**src/svpss_pkg.sv**
```systemverilog
// ----------------------------------------------------------------------------
// svpss_pkg
// Shared types and constants for the servo pulse slew shaper.
// ----------------------------------------------------------------------------
package svpss_pkg;

  // internal pulse width: leaves room for rounding above the upper limit
  localparam int PW = 13;
  localparam int DIV_CW = $clog2(PW);

  // input command kinds
  localparam logic CMD_SET  = 1'b0;
  localparam logic CMD_TICK = 1'b1;

  // register indexes on the configuration port
  localparam logic [2:0] REG_HYST       = 3'd0;
  localparam logic [2:0] REG_QUANTUM    = 3'd1;
  localparam logic [2:0] REG_MAX_VEL    = 3'd2;
  localparam logic [2:0] REG_MAX_ACC    = 3'd3;
  localparam logic [2:0] REG_HOLD_BREAK = 3'd4;
  localparam logic [2:0] REG_HOLD_FRAME = 3'd5;
  localparam logic [2:0] REG_IDLE_FRAME = 3'd6;

  typedef struct packed {
    logic [9:0]  hysteresis_us;
    logic [7:0]  quantum_us;
    logic [7:0]  max_velocity_us;
    logic [7:0]  max_accel_us;
    logic [11:0] hold_break_us;
    logic [15:0] lock_frames;
    logic [15:0] idle_detach_frames;
  } cfg_t;

  typedef struct packed {
    logic load;
    logic div_step;
    logic mul;
    logic commit_set;
    logic commit_tick;
  } cmd_t;

  typedef struct packed {
    logic out_busy;
  } sts_t;

endpackage

```
**src/svpss_ctrl.sv**
```systemverilog
// ----------------------------------------------------------------------------
// svpss_ctrl
// Sequencer: accepts a request, runs the rounding divider for a set target, commits the result.
// ----------------------------------------------------------------------------
module svpss_ctrl (
  input  logic              clk,
  input  logic              rst_n,
  input  logic              in_tvalid,
  input  logic              in_tuser,
  output logic              in_tready,
  input  svpss_pkg::sts_t   sts,
  output svpss_pkg::cmd_t   cmd
);
  import svpss_pkg::*;

  typedef enum logic [4:0] {
    S_IDLE = 5'b00001,
    S_DIV  = 5'b00010,
    S_MUL  = 5'b00100,
    S_SET  = 5'b01000,
    S_TICK = 5'b10000
  } state_t;

  state_t             state_r, state_nxt;
  logic [DIV_CW-1:0]  cnt_r, cnt_nxt;

  assign in_tready = (state_r == S_IDLE);

  always_comb begin
    state_nxt = state_r;
    cnt_nxt   = cnt_r;
    cmd       = '0;
    case (state_r)
      S_IDLE: begin
        if (in_tvalid) begin
          cmd.load  = 1'b1;
          cnt_nxt   = '0;
          state_nxt = (in_tuser == CMD_TICK) ? S_TICK : S_DIV;
        end
      end
      S_DIV: begin
        cmd.div_step = 1'b1;
        cnt_nxt      = cnt_r + 1'b1;
        if (cnt_r == DIV_CW'(PW - 1)) begin
          state_nxt = S_MUL;
        end
      end
      S_MUL: begin
        cmd.mul   = 1'b1;
        state_nxt = S_SET;
      end
      S_SET: begin
        if (!sts.out_busy) begin
          cmd.commit_set = 1'b1;
          state_nxt      = S_IDLE;
        end
      end
      S_TICK: begin
        if (!sts.out_busy) begin
          cmd.commit_tick = 1'b1;
          state_nxt       = S_IDLE;
        end
      end
      default: begin
        state_nxt = S_IDLE;
      end
    endcase
  end

  always_ff @(posedge clk) begin
    if (!rst_n) begin
      state_r <= S_IDLE;
      cnt_r   <= '0;
    end else begin
      state_r <= state_nxt;
      cnt_r   <= cnt_nxt;
    end
  end

`ifndef SYNTHESIS
  a_div_count: assert property (@(posedge clk) disable iff (!rst_n)
    state_r == S_DIV |-> cnt_r < DIV_CW'(PW))
    else $error("divider step count out of range");

  a_load_next: assert property (@(posedge clk) disable iff (!rst_n)
    cmd.load |=> (state_r == S_DIV || state_r == S_TICK))
    else $error("request accepted without starting work");

  a_commit_idle: assert property (@(posedge clk) disable iff (!rst_n)
    (cmd.commit_set || cmd.commit_tick) |=> state_r == S_IDLE)
    else $error("commit did not return to idle");
`endif

endmodule

```
**src/svpss_dp.sv**
```systemverilog
// ----------------------------------------------------------------------------
// svpss_dp
// Datapath: rounding divider, target filters, slew step and result register.
// ----------------------------------------------------------------------------
module svpss_dp #(
  parameter int MAX_PULSE_US = 2500,
  parameter int MIN_PULSE_US = 500
) (
  input  logic             clk,
  input  logic             rst_n,
  input  svpss_pkg::cfg_t  cfg,
  input  svpss_pkg::cmd_t  cmd,
  output svpss_pkg::sts_t  sts,
  input  logic [11:0]      in_req,
  output logic             out_tvalid,
  input  logic             out_tready,
  output logic [15:0]      out_tdata
);
  import svpss_pkg::*;

  localparam logic [PW-1:0]      MAXU = PW'(MAX_PULSE_US);
  localparam logic signed [PW:0] MAXS = (PW+1)'(MAX_PULSE_US);
  localparam logic signed [PW:0] MINS = (PW+1)'(MIN_PULSE_US);
  localparam logic [PW-1:0]      MINU = PW'(MIN_PULSE_US);

  function automatic logic [PW-1:0] absdiff(input logic [PW-1:0] a, input logic [PW-1:0] b);
    absdiff = (a > b) ? a - b : b - a;
  endfunction

  // effective limits, zero acts as one
  logic [7:0]  q1, mv1, ma1;
  logic [15:0] hf1;
  assign q1  = (cfg.quantum_us == '0) ? 8'd1 : cfg.quantum_us;
  assign mv1 = (cfg.max_velocity_us == '0) ? 8'd1 : cfg.max_velocity_us;
  assign ma1 = (cfg.max_accel_us == '0) ? 8'd1 : cfg.max_accel_us;
  assign hf1 = (cfg.lock_frames == '0) ? 16'd1 : cfg.lock_frames;

  // rounding divider
  logic [PW-1:0] num_r, num_nxt;
  logic [7:0]    rem_r, rem_nxt;
  logic [PW-1:0] rnd_r;
  logic [PW-1:0] sat_req;
  logic [8:0]    rem_sh;
  logic          ge;

  assign sat_req = (PW'(in_req) > MAXU) ? MAXU : PW'(in_req);
  assign rem_sh  = {rem_r, num_r[PW-1]};
  assign ge      = rem_sh >= {1'b0, q1};

  always_comb begin
    num_nxt = num_r;
    rem_nxt = rem_r;
    if (cmd.load) begin
      num_nxt = sat_req + PW'(q1 >> 1);
      rem_nxt = '0;
    end else if (cmd.div_step) begin
      num_nxt = {num_r[PW-2:0], ge};
      rem_nxt = ge ? 8'(rem_sh - {1'b0, q1}) : rem_sh[7:0];
    end
  end

  always_ff @(posedge clk) begin
    num_r <= num_nxt;
    rem_r <= rem_nxt;
    if (cmd.mul) begin
      rnd_r <= PW'(num_r * q1);
    end
  end

  // channel state
  logic [PW-1:0]     cur_r, tgt_r, held_r;
  logic signed [8:0] vel_r;
  logic [15:0]       sc_r, fsc_r;
  logic              hold_r;

  // set command
  logic [PW-1:0]     s_tgt;
  logic signed [8:0] s_vel;
  logic [15:0]       s_sc, s_fsc;
  logic              s_hold, s_acc, s_block, s_settled;

  always_comb begin
    s_tgt   = tgt_r;
    s_vel   = vel_r;
    s_sc    = sc_r;
    s_fsc   = fsc_r;
    s_hold  = hold_r;
    s_acc   = 1'b0;
    s_block = 1'b0;
    if (hold_r && rnd_r != '0) begin
      if (absdiff(rnd_r, held_r) < PW'(cfg.hold_break_us)) begin
        s_block = 1'b1;
      end else begin
        s_hold = 1'b0;
        s_sc   = '0;
        s_vel  = '0;
      end
    end
    if (!s_block && !(rnd_r != '0 && tgt_r != '0 &&
        absdiff(rnd_r, tgt_r) < PW'(cfg.hysteresis_us))) begin
      s_tgt = rnd_r;
      s_fsc = '0;
      s_acc = 1'b1;
      if (rnd_r == '0) begin
        s_hold = 1'b0;
        s_sc   = '0;
        s_vel  = '0;
      end
    end
    s_settled = (s_tgt == cur_r) && (s_vel == '0) && (s_tgt != '0);
  end

  // frame tick
  logic [PW-1:0]     t_cur, t_tgt, t_held, t_pulse;
  logic signed [8:0] t_vel;
  logic [15:0]       t_sc, t_fsc;
  logic              t_hold, t_settled;
  logic signed [PW:0] err, want, v, val, maxv, maxa, cur_e, tgt_e;

  always_comb begin
    t_cur   = cur_r;
    t_tgt   = tgt_r;
    t_held  = held_r;
    t_vel   = vel_r;
    t_sc    = sc_r;
    t_hold  = hold_r;
    t_pulse = '0;
    maxv    = (PW+1)'(mv1);
    maxa    = (PW+1)'(ma1);
    cur_e   = $signed({1'b0, cur_r});
    tgt_e   = $signed({1'b0, tgt_r});
    err     = tgt_e - cur_e;
    want    = '0;
    v       = '0;
    val     = '0;
    if (hold_r) begin
      t_cur   = held_r;
      t_vel   = '0;
      t_tgt   = held_r;
      t_pulse = held_r;
    end else if (tgt_r == '0) begin
      t_cur  = '0;
      t_vel  = '0;
      t_sc   = '0;
      t_hold = 1'b0;
    end else if (cur_r == '0) begin
      // first target snaps at once
      t_cur   = tgt_r;
      t_vel   = '0;
      t_sc    = '0;
      t_pulse = tgt_r;
    end else if (err == '0) begin
      t_vel = '0;
      t_sc  = (sc_r == 16'hFFFF) ? sc_r : sc_r + 16'd1;
      if (t_sc >= hf1) begin
        t_hold = 1'b1;
        t_held = cur_r;
        t_tgt  = cur_r;
      end
      t_pulse = cur_r;
    end else begin
      t_sc = '0;
      if (err > maxv) begin
        want = maxv;
      end else if (err < -maxv) begin
        want = -maxv;
      end else begin
        want = err;
      end
      v = (PW+1)'(vel_r);
      if (want > v) begin
        v = v + maxa;
        if (v > want) v = want;
      end else if (want < v) begin
        v = v - maxa;
        if (v < want) v = want;
      end
      // no overshoot
      if (err > 0 && v > err) begin
        v = err;
      end else if (err < 0 && v < err) begin
        v = err;
      end
      val = cur_e + v;
      if (val < MINS && tgt_r >= MINU) val = MINS;
      if (val > MAXS) val = MAXS;
      t_cur   = val[PW-1:0];
      t_vel   = v[8:0];
      t_pulse = val[PW-1:0];
    end
    t_fsc     = (fsc_r == 16'hFFFF) ? fsc_r : fsc_r + 16'd1;
    t_settled = (t_tgt == t_cur) && (t_vel == '0) && (t_tgt != '0);
    if (cfg.idle_detach_frames != '0 && t_settled && t_fsc >= cfg.idle_detach_frames) begin
      t_pulse = '0;
    end
    if (t_pulse != '0) begin
      if (t_pulse < MINU) t_pulse = MINU;
      if (t_pulse > MAXU) t_pulse = MAXU;
    end
  end

  always_ff @(posedge clk) begin
    if (!rst_n) begin
      cur_r  <= '0;
      tgt_r  <= '0;
      held_r <= '0;
      vel_r  <= '0;
      sc_r   <= '0;
      fsc_r  <= '0;
      hold_r <= 1'b0;
    end else if (cmd.commit_set) begin
      tgt_r  <= s_tgt;
      vel_r  <= s_vel;
      sc_r   <= s_sc;
      fsc_r  <= s_fsc;
      hold_r <= s_hold;
    end else if (cmd.commit_tick) begin
      cur_r  <= t_cur;
      tgt_r  <= t_tgt;
      held_r <= t_held;
      vel_r  <= t_vel;
      sc_r   <= t_sc;
      fsc_r  <= t_fsc;
      hold_r <= t_hold;
    end
  end

  // result register
  logic        ov_r;
  logic [11:0] opulse_r;
  logic        oacc_r, ohold_r, oset_r;

  always_ff @(posedge clk) begin
    if (!rst_n) begin
      ov_r <= 1'b0;
    end else if (cmd.commit_set || cmd.commit_tick) begin
      ov_r <= 1'b1;
    end else if (out_tready) begin
      ov_r <= 1'b0;
    end
  end

  always_ff @(posedge clk) begin
    if (cmd.commit_set) begin
      opulse_r <= '0;
      oacc_r   <= s_acc;
      ohold_r  <= s_hold;
      oset_r   <= s_settled;
    end else if (cmd.commit_tick) begin
      opulse_r <= t_pulse[11:0];
      oacc_r   <= 1'b0;
      ohold_r  <= t_hold;
      oset_r   <= t_settled;
    end
  end

  assign sts.out_busy = ov_r && !out_tready;
  assign out_tvalid   = ov_r;
  assign out_tdata    = {1'b0, oset_r, ohold_r, oacc_r, opulse_r};

`ifndef SYNTHESIS
  a_hold_frozen: assert property (@(posedge clk) disable iff (!rst_n)
    hold_r |-> (tgt_r == held_r && cur_r == held_r && vel_r == '0))
    else $error("hold lock without frozen pulse");

  a_result_src: assert property (@(posedge clk) disable iff (!rst_n)
    $rose(ov_r) |-> $past(cmd.commit_set || cmd.commit_tick))
    else $error("result raised without a commit");
`endif

endmodule

```
**src/servo_pulse_slew_shaper_core.sv**
```systemverilog
// ----------------------------------------------------------------------------
// servo_pulse_slew_shaper_core
// Pulse width shaper for one servo channel with hold lock and idle detach.
// ----------------------------------------------------------------------------
// Requests come in on the in_ channel: in_tuser selects set target (0) or
// frame tick (1), in_tdata carries the requested pulse in microseconds.
// Every request gives exactly one result on the out_ channel.
// A set target passes through the accept state, 13 steps of the serial
// rounding divider, one multiply and one commit. A frame tick goes from
// the accept state straight to its commit. The next request is taken once
// the previous one has committed. The result register lets a new request
// be accepted and worked on while the previous result waits; the commit
// stalls while out_tready is low and the result register is still full.
// The user must write the registers through the cfg_ port only while the
// block is idle; the block itself does not enforce this. After rst_n all
// channel state is zero and the registers take their defaults; the first
// target after reset or release snaps at once.
// ----------------------------------------------------------------------------
module servo_pulse_slew_shaper_core #(
  parameter int MAX_PULSE_US = 2500,
  parameter int MIN_PULSE_US = 500
) (
  input  logic        clk,
  input  logic        rst_n,
  // in_tdata: [11:0] pulse_request_us
  input  logic        in_tvalid,
  output logic        in_tready,
  input  logic [15:0] in_tdata,
  // in_tuser: [0] command
  input  logic        in_tuser,
  // out_tdata: [11:0] pulse_width_us, [12] target_accepted, [13] hold_active,
  //            [14] is_settled
  output logic        out_tvalid,
  input  logic        out_tready,
  output logic [15:0] out_tdata,
  input  logic        cfg_psel,
  input  logic        cfg_penable,
  input  logic        cfg_pwrite,
  input  logic [4:0]  cfg_paddr,
  input  logic [31:0] cfg_pwdata,
  output logic [31:0] cfg_prdata,
  output logic        cfg_pready
);
  import svpss_pkg::*;

  cfg_t       cfg_r;
  cmd_t       cmd;
  sts_t       sts;
  logic       cfg_wr;
  logic [2:0] reg_idx;

  assign cfg_pready = 1'b1;
  assign cfg_wr     = cfg_psel && cfg_penable && cfg_pwrite && cfg_pready;
  assign reg_idx    = cfg_paddr[4:2];

  always_ff @(posedge clk) begin
    if (!rst_n) begin
      cfg_r.hysteresis_us      <= 10'd60;
      cfg_r.quantum_us         <= 8'd40;
      cfg_r.max_velocity_us    <= 8'd40;
      cfg_r.max_accel_us       <= 8'd2;
      cfg_r.hold_break_us      <= 12'd200;
      cfg_r.lock_frames        <= 16'd10;
      cfg_r.idle_detach_frames <= 16'd0;
    end else if (cfg_wr) begin
      case (reg_idx)
        REG_HYST:       cfg_r.hysteresis_us      <= cfg_pwdata[9:0];
        REG_QUANTUM:    cfg_r.quantum_us         <= cfg_pwdata[7:0];
        REG_MAX_VEL:    cfg_r.max_velocity_us    <= cfg_pwdata[7:0];
        REG_MAX_ACC:    cfg_r.max_accel_us       <= cfg_pwdata[7:0];
        REG_HOLD_BREAK: cfg_r.hold_break_us      <= cfg_pwdata[11:0];
        REG_HOLD_FRAME: cfg_r.lock_frames        <= cfg_pwdata[15:0];
        REG_IDLE_FRAME: cfg_r.idle_detach_frames <= cfg_pwdata[15:0];
        default: begin
        end
      endcase
    end
  end

  always_comb begin
    case (reg_idx)
      REG_HYST:       cfg_prdata = 32'(cfg_r.hysteresis_us);
      REG_QUANTUM:    cfg_prdata = 32'(cfg_r.quantum_us);
      REG_MAX_VEL:    cfg_prdata = 32'(cfg_r.max_velocity_us);
      REG_MAX_ACC:    cfg_prdata = 32'(cfg_r.max_accel_us);
      REG_HOLD_BREAK: cfg_prdata = 32'(cfg_r.hold_break_us);
      REG_HOLD_FRAME: cfg_prdata = 32'(cfg_r.lock_frames);
      REG_IDLE_FRAME: cfg_prdata = 32'(cfg_r.idle_detach_frames);
      default:        cfg_prdata = '0;
    endcase
  end

  svpss_ctrl u_ctrl (
    .clk       (clk),
    .rst_n     (rst_n),
    .in_tvalid (in_tvalid),
    .in_tuser  (in_tuser),
    .in_tready (in_tready),
    .sts       (sts),
    .cmd       (cmd)
  );

  svpss_dp #(
    .MAX_PULSE_US (MAX_PULSE_US),
    .MIN_PULSE_US (MIN_PULSE_US)
  ) u_dp (
    .clk        (clk),
    .rst_n      (rst_n),
    .cfg        (cfg_r),
    .cmd        (cmd),
    .sts        (sts),
    .in_req     (in_tdata[11:0]),
    .out_tvalid (out_tvalid),
    .out_tready (out_tready),
    .out_tdata  (out_tdata)
  );

endmodule
```
**config.mk**
```make
export PLATFORM = sky130hd
export DESIGN_NAME = servo_pulse_slew_shaper_core
export DESIGN_NICKNAME = d
export VERILOG_FILES = /design/src/svpss_pkg.sv /design/src/svpss_ctrl.sv /design/src/svpss_dp.sv /design/src/servo_pulse_slew_shaper_core.sv
export SDC_FILE = /design/constraint.sdc
export NUM_CORES = 1
export LEC_CHECK = 0
export BUFFER_PORTS_ARGS = -buffer_cell sky130_fd_sc_hd__buf_2
export CAP_MARGIN = 20
export CORE_MARGIN = 4
export CORE_UTILIZATION = 45
export CTS_CLUSTER_SIZE = 20
export DETAILED_ROUTE_END_ITERATION = 10
export PLACE_DENSITY_LB_ADDON = 0.1
export SYNTH_ARGS = -nofsm -noshare
export SYNTH_HDL_FRONTEND = slang
export SYNTH_SLANG_ARGS = --single-unit
```
**constraint.sdc**
```tcl
create_clock -name clk -period 13.3 [get_ports clk]
set_input_delay 2.66 -clock clk [delete_from_list [all_inputs] [get_ports clk]]
set_output_delay 2.66 -clock clk [all_outputs]
set_load 0.01 [all_outputs]
```
# Word level (Yosys, flattened, before mapping)
# Cells that the tools add are included.
[op_classes]
bitwise = 4
n_addsub = 14
mux = 113
mul = 1
div_mod_pow = 0
n_shift = 0
reduce_logical = 55
order_cmp = 23
n_eq_ne = 21
[ops]
columns = ["cell", "count"]
rows = [
  ["$mux W14", 25],
  ["$mux W13", 20],
  ["$mux W16", 16],
  ["$pmux W16 S7", 1],
  ["$mux W9", 10],
  ["$reduce_bool A13 Y1", 5],
  ["$sub A13 B13 Y13", 4],
  ["$lt A14 B14 Y1", 3],
  ["$logic_not A13 Y1", 3],
  ["$mux W12", 3],
  ["$add A16 B1 Y16 const B", 2],
  ["$eq A16 B16 Y1 const B", 2],
  ["$ge A16 B16 Y1", 2],
  ["$mux W8", 4],
  ["$gt A14 B14 Y1", 2],
  ["$gt A14 B9 Y1", 2],
  ["$mux W1", 27],
  ["$eq A13 B13 Y1", 2],
  ["$gt A13 B13 Y1", 2],
  ["$logic_not A8 Y1", 3],
  ["$reduce_and A2 Y1", 11],
  ["$mux W5", 4],
  ["$pmux W5 S4", 1],
  ["$logic_not A9 Y1", 2],
  ["other kinds (46)", 75],
]
[totals]
romBits = 0
latchBits = 0
regBits = 218
out_inout_bits = 51
memories = 0
ramBits = 0
elab_cells = 255
inputBits = 61

# Logic depth before layout (Yosys ltp)
[depth]
ltp_word = 52
ltp_mapped = 73
ltp_nobuf = 68

# Modules after synthesis
# A second synthesis with hierarchy kept.
[unflattened]
hier_cells = 2891
area_unflattened_um2 = 23184.7
[by_module_without_submodules]
columns = ["mod", "n_inst", "cells_per_inst", "seq_area_each_um2", "area_each_um2"]
rows = [
  ["svpss_dp", 1, 2437, 2912.8, 18946.9],
  ["servo_pulse_slew_shaper_core", 1, 396, 1561.5, 3737.3],
  ["svpss_ctrl", 1, 58, 180.2, 500.5],
]

# Worst setup path after synthesis
# Ideal clock, no wire load.
[synth_path]
kind = "register to register"
startpoint = "reg u_dp.tgt_r[0]"
endpoint = "reg u_dp.opulse_r[7]"
path_slack_ns = -0.716
setup_ns = 0.117
stages_incl_launch_ff = 70
required_ns = 13.183
synth_period_minus_slack_ns = 14.016
arrival_ns = 13.899
path_buffers = 4
path_cell_list = "dfxtp_1 -> clkbuf_1 -> inv_1 -> ha_1 -> inv_1 -> fa_1 -> a211oi_1 -> o211a_1 -> o31ai_1 -> a21oi_1 -> xnor2_2 -> ha_1 -> nand3_1 -> nor2_1 -> a2111oi_0 -> o21ai_0 -> o2bb2ai_1 -> a31oi_1 -> [... 34 more ...] -> a21o_1 -> a21oi_1 -> o21ai_0 -> a21oi_1 -> a21oi_1 -> a21o_1 -> a21oi_1 -> xnor2_1 -> nor3_1 -> nor4b_1 -> a211oi_1 -> a21oi_4 -> mux2_1 -> nand4_1 -> or4_4 -> o41ai_4 -> nor2_1 -> a22o_1"
[synth_between]
elab_chain_len = 50
elab_cells_between_ends = 74
classes_between = "2 x add/sub; 15 x order compare; 1 x eq/ne; 44 x mux; 12 x reduce/logical"
[synth_lines]
columns = ["item", "line_no", "rtl"]
rows = [
  ["start, declared", "svpss_dp.sv:71", "logic [PW-1:0] cur_r, tgt_r, held_r;"],
  ["start signal, assigned", "svpss_dp.sv:212", "tgt_r <= s_tgt;"],
  ["start signal, assigned", "svpss_dp.sv:219", "tgt_r <= t_tgt;"],
  ["$sub A13 B13 Y14", "svpss_dp.sv:132", "err = tgt_e - cur_e;"],
  ["$lt A14 B14 Y1", "svpss_dp.sv:165", "end else if (err < -maxv) begin"],
  ["$mux W14", "svpss_dp.sv:165", ""],
  ["$mux W14", "svpss_dp.sv:163", "if (err > maxv) begin"],
  ["$mux W14", "svpss_dp.sv:152", "end else if (err == '0) begin"],
  ["$mux W14", "svpss_dp.sv:146", "end else if (cur_r == '0) begin"],
  ["$mux W14", "svpss_dp.sv:141", "end else if (tgt_r == '0) begin"],
  ["$mux W14", "svpss_dp.sv:136", "if (hold_r) begin"],
  ["[... 33 more ...]", "n/a", ""],
  ["$logic_and A1 B1 Y1 (2 in a row)", "svpss_dp.sv:193", "if (cfg.idle_detach_frames != '0 && t_settled && t_fsc >= cfg.idle_detach_frames) begin"],
  ["$mux W13 (*)", "svpss_dp.sv:193", ""],
  ["$lt A13 B9 Y1", "svpss_dp.sv:197", "if (t_pulse < MINU) t_pulse = MINU;"],
  ["$mux W13", "svpss_dp.sv:197", ""],
  ["$mux W13", "svpss_dp.sv:196", "if (t_pulse != '0) begin"],
  ["$gt A13 B12 Y1", "svpss_dp.sv:198", "if (t_pulse > MAXU) t_pulse = MAXU;"],
  ["$mux W12", "svpss_dp.sv:198", ""],
  ["$mux W12 (*)", "svpss_dp.sv:196", ""],
  ["end signal, assigned", "svpss_dp.sv:250", "opulse_r <= t_pulse[11:0];"],
  ["end, declared", "svpss_dp.sv:230", "logic [11:0] opulse_r;"],
]
# Every way passes the cells marked *; elsewhere a longest branch is shown, timed or not. The select of a mux whose other input is x is not followed.
# A chain may end at the register's enable or synchronous reset.

# Final worst setup path
[layout_path]
startpoint = "reg u_dp.tgt_r[0]"
endpoint = "reg u_dp.oset_r (data pin)"
[layout_between]
elab_chain_len = 43
elab_cells_between_ends = 83
classes_between = "4 x add/sub; 15 x order compare; 2 x eq/ne; 44 x mux; 18 x reduce/logical"
[layout_lines]
columns = ["item", "line_no", "rtl"]
rows = [
  ["$sub A13 B13 Y14", "svpss_dp.sv:132", ""],
  ["$lt A14 B14 Y1", "svpss_dp.sv:165", ""],
  ["$mux W14", "svpss_dp.sv:165", ""],
  ["$mux W14", "svpss_dp.sv:163", ""],
  ["$mux W14", "svpss_dp.sv:152", ""],
  ["$mux W14", "svpss_dp.sv:146", ""],
  ["$mux W14", "svpss_dp.sv:141", ""],
  ["$mux W14", "svpss_dp.sv:136", ""],
  ["[... 26 more ...]", "n/a", ""],
  ["$mux W13", "svpss_dp.sv:152", ""],
  ["$mux W13", "svpss_dp.sv:146", ""],
  ["$mux W13", "svpss_dp.sv:141", ""],
  ["$mux W13", "svpss_dp.sv:136", ""],
  ["$eq A13 B13 Y1", "svpss_dp.sv:192", "t_settled = (t_tgt == t_cur) && (t_vel == '0) && (t_tgt != '0);"],
  ["$logic_and A1 B1 Y1 (2 in a row)", "svpss_dp.sv:192", ""],
  ["$mux W1", "svpss_dp.sv:249", "end else if (cmd.commit_tick) begin"],
  ["$mux W1 (*)", "svpss_dp.sv:244", "if (cmd.commit_set) begin"],
  ["end signal, assigned", "svpss_dp.sv:248", "oset_r <= s_settled;"],
  ["end signal, assigned", "svpss_dp.sv:253", "oset_r <= t_settled;"],
  ["end, declared", "svpss_dp.sv:231", "logic oacc_r, ohold_r, oset_r;"],
]
# Marks and branches as above.

==> impl_metrics.csv <==
group,metric,value,unit
global_route,grtUsageMet3,0.0386,
floorplan,num_rows,83,
worst_setup_path,path_max_fanout,6,
yosys,synth_cell_types,91,
worst_setup_path,critical_path_arrival,13.26,ns
power_and_ir_drop,p_leak,12.6,nW
timing,slew_headroom,0.000497,
worst_setup_path,cpMostUsedCell,"a21oi_2",
route,wl,88.8,mm
worst_setup_path,critPathBufInv,8,
global_route,grt_pass1_vias,23368,
yosys,ys_seq_area_frac,0.198,
worst_setup_path,critical-path-slowest-cell,"or4_1",
global_route,busiest_layer,"met2",
yosys,yosys_most_used_dff,"dfxtp_1",
yosys,ys_warn_count,0,
floorplan,start_util,0.457,
global_route,grt_overflow,0,
status,violations,"max-capacitance violations",
timing,setup_viol,0,
layout,area_delta_synth_final,20.9,%
layout,finalCoreUtilization,0.552,
worst_setup_path,cp.depth,69,
route,drtIter0Drc,1973,
global_route,grt_pass1_wl,135,mm
floorplan,ios,112,
worst_setup_path,r2r_start,"u_dp.tgt_r[0]",
clock_tree,cts.sinks,218,
worst_setup_path,crit_type,"flop to flop",
global_route,grt.total_usage,0.303,
global_route,grt_max_degree,90,
route,dr.pass1.iters,7,
layout,layout.cells.non_filler,4124,
power_and_ir_drop,power_density,301,nW/µm²
clock_tree,hold_buffers,0,
worst_setup_path,worstSetupStartpointType,"flop",
floorplan,core,51500,µm²
floorplan,die_area,56000,µm²
power_and_ir_drop,ir_drop,0.322,mV
yosys,synthTopCellsByCount,"415 x nand2_1, 268 x inv_1, 261 x ha_1, 191 x a21oi_1, 189 x dfxtp_1",
clock_tree,cts_max_level,1,
global_route,grtUsageMet2,0.499,
timing,slew_viol_final,0,
global_route,use_met1,0.411,
floorplan,die_h,237,µm
place,dp.cells,4036,
clock_tree,cts_buffer_depth,3,
status,outcome,"finished, violations left",
global_route,antenna_found_initial,4,
worst_setup_path,ff2ff_path_depth,69,
timing,hold_viol_final,0,
timing,min_period,12.88,ns
route,detail_route.wl_per_cell,21.5,µm
timing,fin_crit_sh,0.969,
place,io_buffers,71,
timing,finalClockSkew,0.0242,ns
route,via_per_inst,5.85,
worst_setup_path,r2r-end,"u_dp.oset_r",
route,antenna_left,0,
min_path,worstHoldPathType,"flop to flop",
timing,max_clock_freq,0.0776,GHz
worst_setup_path,critical_path.top_delay_family,"compound AO/OA/AOI/OAI gates",
floorplan,die_w,237,µm
power_and_ir_drop,power,8.55,mW
run,max_cap_viol_count,1,
worst_setup_path,crit_required,13.68,ns
place,hpwl,69.4,mm
yosys,synth_edf_count,29,
layout,finish.net_count,3800,
worst_setup_path,cp-end-kind,"flop",
timing,worst_pin_slew,1.46,ns
route,drc,0,
worst_setup_path,r2r_setup_slack,0.42,ns
worst_setup_path,crit_start,"u_dp.tgt_r[0]",
worst_setup_path,cpPeakStageDelay,0.63,ns
yosys,yosysMostFrequentCell,"nand2_1",
yosys,ys_seq_elements,218,
place,gp_congestion,0.990,
layout,drive_gt1_frac,0.187,
yosys,synth_cells,3105,
yosys,synth_top_area_share,0.161,
route,vias,24141,
clock_tree,cts_tree,"yes",
yosys,synth_area_leaders,"dfxtp_1 16%, ha_1 14%, nand2_1 6.6%, fa_1 4.4%, inv_1 4.3%",
yosys,synth_top_area_cell,"dfxtp_1",
clock_tree,clk_pin_slew,0.07,ns
yosys,synthesis.area,23500,µm²
clock_tree,cts-root-buf,"clkbuf_16",
clock_tree,numCtsBuffers,28,
yosys,syn_area_per_cell,7.57,µm²
clock_tree,clock_latency,0.60,ns
yosys,synthArstFlopShare,0,
worst_setup_path,crit_end,"u_dp.oset_r",
-- cells in the final DEF, fill, tap and decap left out, types with 19 or more instances in the layout --
cell type	n
a211oi_1	19
o21ai_1	22
xnor2_1	74
conb_1	20
xor2_1	51
inv_1	264
nand4_1	52
ha_1	253
o211ai_1	26
a21boi_0	87
a21o_1	72
fa_1	50
and3_1	25
nand2b_1	35
dfxtp_1	187
a21oi_1	171
edfxtp_1	29
clkbuf_16	29
mux2i_1	65
nor4_1	31
o21a_1	22
nor3_1	44
and2_1	68
buf_2	71
nand3_1	62
a22oi_1	36
nor2b_1	88
nor2_1	182
o21ai_0	154
buf_4	363
a21oi_2	19
nand2_1	413
-- registers in the layout, indices dropped and copies added, names as in the netlist, 4 cells and up --
register,count
u_ctrl.cnt_r,4
u_dp.vel_r,9
u_dp.rem_r,8
u_dp.fsc_r,16
u_dp.opulse_r,12
u_dp.cur_r,13
u_dp.rnd_r,13
cfg_r,78
u_dp.sc_r,16
u_dp.tgt_r,13
u_ctrl.state_r,5
u_dp.held_r,13
u_dp.num_r,13
-- through the flow --
stage	setup TNS (ns)	setup slack [ns]	cell area, µm²	hold slack (ns)
detailed placement	-10.13	-0.915	26600	0.440
CTS	0	0.0136	27600	0.448
finish	0	0.415	28400	0.443
global placement	-7.58	-0.691	26600	0.436
global route	-1.96	-0.185	28400	0.469
floorplan	0	0.0184	23600	0.426
-- timing repair --
action | 4_1_cts | 5_1_grt
setup buffers | 7 | 28
gates resized for setup | 28 | 128
pin swaps | 12 | 69
cloned | 1 | 0
setup endpoints to repair | 16 | 22
-- kinds of logic (layout without fill, tap and decap cells) --
| group | after synthesis | after routing | synth area share |
|---|---|---|---|
| AND/OR/NAND/NOR | 1081 | 1081 | 0.220 |
| other | 2 | 21 | 0.000319 |
| adder cells (fa/ha/maj) | 313 | 313 | 0.183 |
| XOR/XNOR | 127 | 127 | 0.0476 |
| flip-flops | 218 | 218 | 0.198 |
| multiplexers | 86 | 86 | 0.0395 |
| buffers and inverters | 445 | 765 | 0.0750 |
| AO/OA/AOI/OAI | 833 | 833 | 0.237 |
-- layer usage --
layer / wire length (µm) / vias up
met1: 38700 / 11588
li1: - / 11528
met4: 3420 / 2
met3: 6030 / 198
met2: 40700 / 825
met5: 10 / -
-- power by group --
group	leakage [nW]	switching (mW)	total, mW	internal, mW
logic	10.4	3.68	7.05	3.37
clock network	0.420	0.323	0.740	0.417
registers	1.79	0.0401	0.758	0.718
total	12.6	4.04	8.55	4.51
-- cell type report --
type                            instances  area, µm²
Multi-Input combinational cell       2460      17800
Inverter                              274       1030
Clock inverter                         10        103
Fill cell                            5026      23100
Sequential cell                       218       4660
Clock buffer                           37        756
Timing Repair Buffer                  444       3190
Tap cell                              680        851
Antenna cell                            1       2.50
-- worst reg2reg max path: cells and delay by family, from the launching register on --
family | cells | cell delay [ns]
DFF | 1 | 0.32
adders and majority gates | 7 | 1.86
xor gates and xnor gates | 2 | 0.26
AOI/OAI and AO/OA | 32 | 5.95
and+or+nand+nor | 19 | 3.11
muxes | 1 | 0.30
buffers and inverters | 8 | 0.86
-- worst min path at each step --
stage                              to  cells after the start         startpoint
floorplan               u_dp.rem_r[7]                      2      u_dp.rem_r[7]
finish              u_dp.opulse_r[10]                      2  u_dp.opulse_r[10]
detailed placement  u_dp.opulse_r[10]                      2  u_dp.opulse_r[10]
global route        u_dp.opulse_r[10]                      2  u_dp.opulse_r[10]
global placement     u_dp.opulse_r[3]                      2   u_dp.opulse_r[3]
CTS                 u_dp.opulse_r[10]                      2  u_dp.opulse_r[10]
(Power assumes the default switching activity.)
